**config.mk**
```make
export PLATFORM = sky130hd
export DESIGN_NAME = fcwdm_mac
export DESIGN_NICKNAME = d
export VERILOG_FILES = /design/src/fcwdm_pkg.sv /design/src/fcwdm_mac.sv
export SDC_FILE = /design/constraint.sdc
export NUM_CORES = 1
export LEC_CHECK = 0
export ABC_AREA = 1
export BUFFER_PORTS_ARGS = -buffer_cell sky130_fd_sc_hd__buf_2
export CORE_MARGIN = 2
export CORE_UTILIZATION = 38
export DETAILED_ROUTE_END_ITERATION = 6
export PLACE_DENSITY_LB_ADDON = 0.2
export SYNTH_ARGS = -nofsm -noshare
export SYNTH_HDL_FRONTEND = slang
export SYNTH_SLANG_ARGS = --single-unit
```
**constraint.sdc**
```tcl
create_clock -name clk -period 7.4 [get_ports clk]
set_clock_uncertainty 0.1 [all_clocks]
set_input_delay 1.11 -clock clk [delete_from_list [all_inputs] [get_ports clk]]
set_output_delay 1.11 -clock clk [all_outputs]
set_load 0.01 [all_outputs]
```
**src/fcwdm_pkg.sv**
```systemverilog
// Shared types, widths and codes of the FIR convolver with wet/dry mix.
// No dependencies; compile first.
package fcwdm_pkg;

    localparam int SAMPLE_W     = 24;
    localparam int TAP_W        = 18;
    localparam int TAP_DEPTH    = 4096;
    localparam int TAP_AW       = 12;
    localparam int TAP_COUNT_W  = 13;
    localparam int MIX_W        = 17;
    localparam int ACC_W        = SAMPLE_W + TAP_W + TAP_AW;
    localparam int CFG_IDX_W    = 4;
    localparam int CFG_DATA_W   = 17;
    localparam int RING_DEPTH_DEF = 4096;

    localparam logic [MIX_W-1:0] MIX_ONE = MIX_W'(65536);

    // Item opcodes
    localparam logic OP_SAMPLE = 1'b0;
    localparam logic OP_LOAD   = 1'b1;

    // Register indexes
    localparam logic [CFG_IDX_W-1:0] REG_TAP_COUNT = CFG_IDX_W'(0);
    localparam logic [CFG_IDX_W-1:0] REG_WET_MIX   = CFG_IDX_W'(1);

    typedef logic signed [SAMPLE_W-1:0] sample_t;
    typedef logic signed [TAP_W-1:0]    tap_t;
    typedef logic signed [ACC_W-1:0]    acc_t;

    // Control from the sequencer to the multiply-accumulate unit
    typedef struct packed {
        logic clear;
        logic valid;
    } mac_ctl_t;

endpackage

```
**src/fcwdm_mac.sv**
```systemverilog
// Shared multiply-accumulate unit: registered product, then wide accumulator.
// Depends on fcwdm_pkg.
module fcwdm_mac (
    input  logic                clk,
    input  logic                rst_n,
    input  fcwdm_pkg::mac_ctl_t ctl,
    input  fcwdm_pkg::sample_t  smp,
    input  fcwdm_pkg::tap_t     coef,
    output fcwdm_pkg::acc_t     acc,
    output logic                busy
);
    import fcwdm_pkg::*;

    localparam int PROD_W = SAMPLE_W + TAP_W;

    logic signed [PROD_W-1:0] prod_reg, prod_next;
    logic                     prod_vld_reg, prod_vld_next;
    acc_t                     acc_reg, acc_next;

    always_comb begin
        prod_next     = prod_reg;
        prod_vld_next = ctl.valid;
        acc_next      = acc_reg;
        if (ctl.valid) begin
            prod_next = PROD_W'(smp) * PROD_W'(coef);
        end
        if (ctl.clear) begin
            acc_next = '0;
        end else if (prod_vld_reg) begin
            acc_next = acc_reg + ACC_W'(prod_reg);
        end
    end

    always_ff @(posedge clk) begin
        if (!rst_n) begin
            prod_vld_reg <= 1'b0;
        end else begin
            prod_vld_reg <= prod_vld_next;
        end
        prod_reg <= prod_next;
        acc_reg  <= acc_next;
    end

    assign acc  = acc_reg;
    assign busy = prod_vld_reg;

endmodule

```
After elaboration in Yosys (flattened, before gate mapping). Index checks and enable logic that the tools add are counted.

Input port bits: 46. Logic and storage cells: 5. Register bits: 97.

$mul: 1. $add $sub $neg: 1.

Operators by type and width (count): adder 54 x 42 -> 54 bit (1); multiplier 24 x 18 -> 42 bit (1).

Depth between registers and ports, before layout.
Word-level depth: 1. Depth in mapped cells: 28.

Least setup slack after synthesis. No wires, ideal clock.

Path type: input to register. Start point: in smp[23]. End point: reg prod_reg[41] (data pin). Arrival time: 6363 ps. Data required time: 7040 ps. Buffers on the path: 2. Setup time: 260 ps. Slack: 676 ps. Cell stages on the path: 22. Path through: clkbuf_1 -> clkbuf_1 -> nand2_1 -> fa_1 -> inv_1 -> fa_1 -> inv_1 -> fa_1 -> inv_1 -> fa_1 -> inv_1 -> fa_1 -> inv_1 -> fa_1 -> ha_1 -> a21oi_1 -> nor2_1 -> o21ai_0 -> nand3b_1 -> a21oi_1 -> nand3_1 -> xor2_1.

Cells in the longest elaborated chain, start to end: 1.

Ends and longest elaborated chain: from (decl) (RTL line fcwdm_mac.sv:7) `input fcwdm_pkg::sample_t smp,`; multiplier 24 x 18 -> 42 bit (RTL line fcwdm_mac.sv:25) `prod_next = PROD_W'(smp) * PROD_W'(coef);`; to (signal assigned) (RTL line fcwdm_mac.sv:40) `prod_reg <= prod_next;`; to (decl) (RTL line fcwdm_mac.sv:16) `logic signed [PROD_W-1:0] prod_reg, prod_next;`.

Every way passes these cells. A chain may end at the register's enable or synchronous reset.

Worst setup path after layout.
Start point: in coef[4]. End point: reg prod_reg[34] (data pin).

Cells in the longest elaborated chain, start to end: 1.

Ends and longest elaborated chain: from (decl) (RTL line fcwdm_mac.sv:8) `input fcwdm_pkg::tap_t coef,`; multiplier 24 x 18 -> 42 bit (RTL line fcwdm_mac.sv:25).

Every way passes these cells.

==> results_dict.tcl <==
set metrics [dict create \
    fin_ws_ps 678 \
    cp_data_required_time_ps 7400 \
    grt.overflow.total 0 \
    max-cap-violations 0 \
    outcome "completed" \
    drtIter0Drc 1126 \
    critPathKind "primary input to register" \
    start_util_pct 38.5 \
    ctsResizeCount 0 \
    max_freq_mhz 149 \
    grt_pass1_vias 20800 \
    rows 91 \
    io_buffers 100 \
    reg2reg_depth 15 \
    syn_area_sq_um 23800 \
    grt.total_usage_pct 22.1 \
    cts_buffer_depth 2 \
    yosysSeqAreaShare_pct 9.93 \
    nFillCells 6569 \
    reg2reg_to "acc[48]" \
    setup_viol 0 \
    cts_buffers 9 \
    drive_gt1_share_pct 5.75 \
    dieHeight_um 254 \
    crit_slowest_cell "fa_1" \
    max_stage_delay_ps 530 \
    drc 0 \
    ctsHoldBuffers 0 \
    path_cells "buf_2 > nand2_1 > inv_1 > fa_1 > inv_1 > fa_1 > fa_1 > inv_1 > fa_1 > fa_1 > inv_1 > fa_1 > inv_1 > ha_1 > nand2_1 > nor2_1 > inv_1 > nor2_1 > inv_1 > nor2_1 > nor2_1 > nand2_1 > a21oi_1 > xor2_1" \
    finalNetCount 3931 \
    area_growth_pct 6.36 \
    core_sq_um 61800 \
    largest_reg_flops 54 \
    synthesis.nets 3908 \
    finalHoldViolCount 0 \
    gp_congestion 0.933 \
    n_antenna_cell 0 \
    ys_warn_count 0 \
    r2r_setup_slack_ps 4390 \
    cpMostUsedCell "inv_1" \
    drtAntennaViolNets 0 \
    maxSlewViolCount 0 \
    async_reset_ff_share_pct 0 \
    syn_inst 3278 \
    ioPinCount 101 \
    via_count 19600 \
    cts_setup_buffers 0 \
    antenna_found_initial 0 \
    hold_depth 2 \
    wl_mm 68.5 \
    cts.clk_slew.worst_paths_ps 70 \
    min_to "acc[0]" \
    wire_per_inst_um 16.5 \
    crit_arrival_ps 6720 \
    ys.flop_type "dfxtp_1" \
    ys_ff_latch 97 \
    drt_pass1_iterations 5 \
    root_buffer "clkbuf_16" \
    worst_slew_pin_slew_ps 1180 \
    finalCriticalPeriod_ps 6720 \
    finalSetupTns_ps 0 \
    cts_sinks 97 \
    start_kind "primary input" \
    dp_hpwl_mm 58.9 \
    place_ws_ps 304 \
    synth_edf_count 42 \
    h-tree-depth 3 \
    cp_max_fo 24 \
    fp.dieW_um 254 \
    holdCritPathClass "register to register" \
    timing.final.crit_share_pct 90.8 \
    grt_pass1_wl_mm 112 \
    cts_tree "built" \
    r2r_start "acc[0]" \
    synth.avg_cell_area_sq_um 7.26 \
    ys_types 47 \
    grt_max_degree 55 \
    hold_path.startpoint "acc[0]" \
    dieArea_sq_um 64700 \
    clk_latency_ps 360 \
    max_slew_margin_pct 21.6 \
    vias_per_cell 4.73 \
    cp-end-kind "register" \
    rsz0062_at_grt "false" \
]
cell type report:
type | count | area [sq um] | area share [%]
clock buffer | 9 | 225 | 0.890
clock inverter | 7 | 45.0 | 0.178
inverter | 885 | 3320 | 13.1
multi-input combinational | 2194 | 17700 | 69.9
sequential | 97 | 2360 | 9.34
tap | 837 | 1050 | 4.14
timing repair buffer | 114 | 606 | 2.39
stage by stage:
stage          cells  utilization (%)  area, sq um  hold slack [ps]
5_1_grt         4143             40.9        25300              411
3_5_place_dp    4127             40.5        25000              379
2_1_floorplan   3278                -        23800              402
6_report        4143             40.9        25300              385
4_1_cts         4143             40.9        25300              386
3_3_place_gp    4127             40.5        25000              372
how the worst max path moves through the flow:
| stage | start | slack [ps] | depth (start not counted) | end |
|---|---|---|---|---|
| finish | coef[4] | 680 | 24 | prod_reg[34] |
| floorplan | smp[23] | 680 | 22 | prod_reg[41] |
| detailed placement | coef[4] | 300 | 24 | prod_reg[34] |
| global placement | coef[3] | 330 | 20 | prod_reg[31] |
| global route | coef[4] | 360 | 24 | prod_reg[34] |
| CTS | coef[4] | 690 | 24 | prod_reg[34] |
routing by layer:
| layer | GRT usage (%) | share of wire (%) | wire, um |
|---|---|---|---|
| met2 | 40.4 | 50 | 34200 |
| met1 | 28.8 | 44 | 30300 |
| met3 | 1.72 | 4.2 | 2880 |
| met4 | 4.32 | 1.7 | 1160 |
| met5 | 0 | 0 | 0 |
cells by family after synthesis:
kind of cell	share of synthesized area, %
buffers and inverters	15.7
XOR/XNOR	2.28
flip-flops	9.93
AND/OR/NAND/NOR	22.0
AO/OA/AOI/OAI	5.99
adder cells (fa/ha/maj)	44.1
cells in the mapped netlist (2+ instances only):
master	instances	area share, %
a21boi_0	6	0.19
a21o_1	10	0.32
a21oi_1	99	2.1
a21oi_2	4	0.15
a31oi_1	6	0.16
buf_1	3	0.047
buf_2	2	0.042
clkbuf_1	94	1.5
clkbuf_8	2	0.12
dfxtp_1	55	4.6
edfxtp_1	42	5.3
fa_1	426	36
ha_1	158	8.3
inv_1	883	14
inv_2	2	0.032
nand2_1	832	13
nand2_2	16	0.42
nand3_1	85	1.8
nand3_2	5	0.21
nand4_1	26	0.68
nor2_1	286	4.5
nor2_2	18	0.47
nor2_4	2	0.095
nor3_1	12	0.25
nor4_1	4	0.11
o21a_1	2	0.063
o21ai_0	84	1.8
o21ai_1	12	0.25
o21ai_2	4	0.15
o21bai_1	19	0.60
or2_2	3	0.079
xnor2_1	14	0.52
xor2_1	48	1.8
critical path: cells and delay by family:
family	cells	cell delay (ps)
adders and majority gates	7	3330
buffers and inverters	8	1030
and+or+nand+nor	7	960
xor gates and xnor gates	1	160
AOI/OAI and AO/OA	1	110
layout by cell type, fill, tap and decap left out, types with 18 or more instances in the layout:
cell	Yosys	final
nand3_1	85	85
o21ai_0	84	84
nand2_1	832	832
fa_1	426	426
nand4_1	26	26
nor2_2	18	18
nor2_1	286	286
dfxtp_1	55	54
buf_2	2	100
o21bai_1	19	19
ha_1	158	158
xor2_1	48	48
inv_1	883	883
edfxtp_1	42	42
a21oi_1	99	99
Power is left out: the tool's default activity adds up to more than one toggle a clock period on the data nets, which glitch-free logic cannot reach.
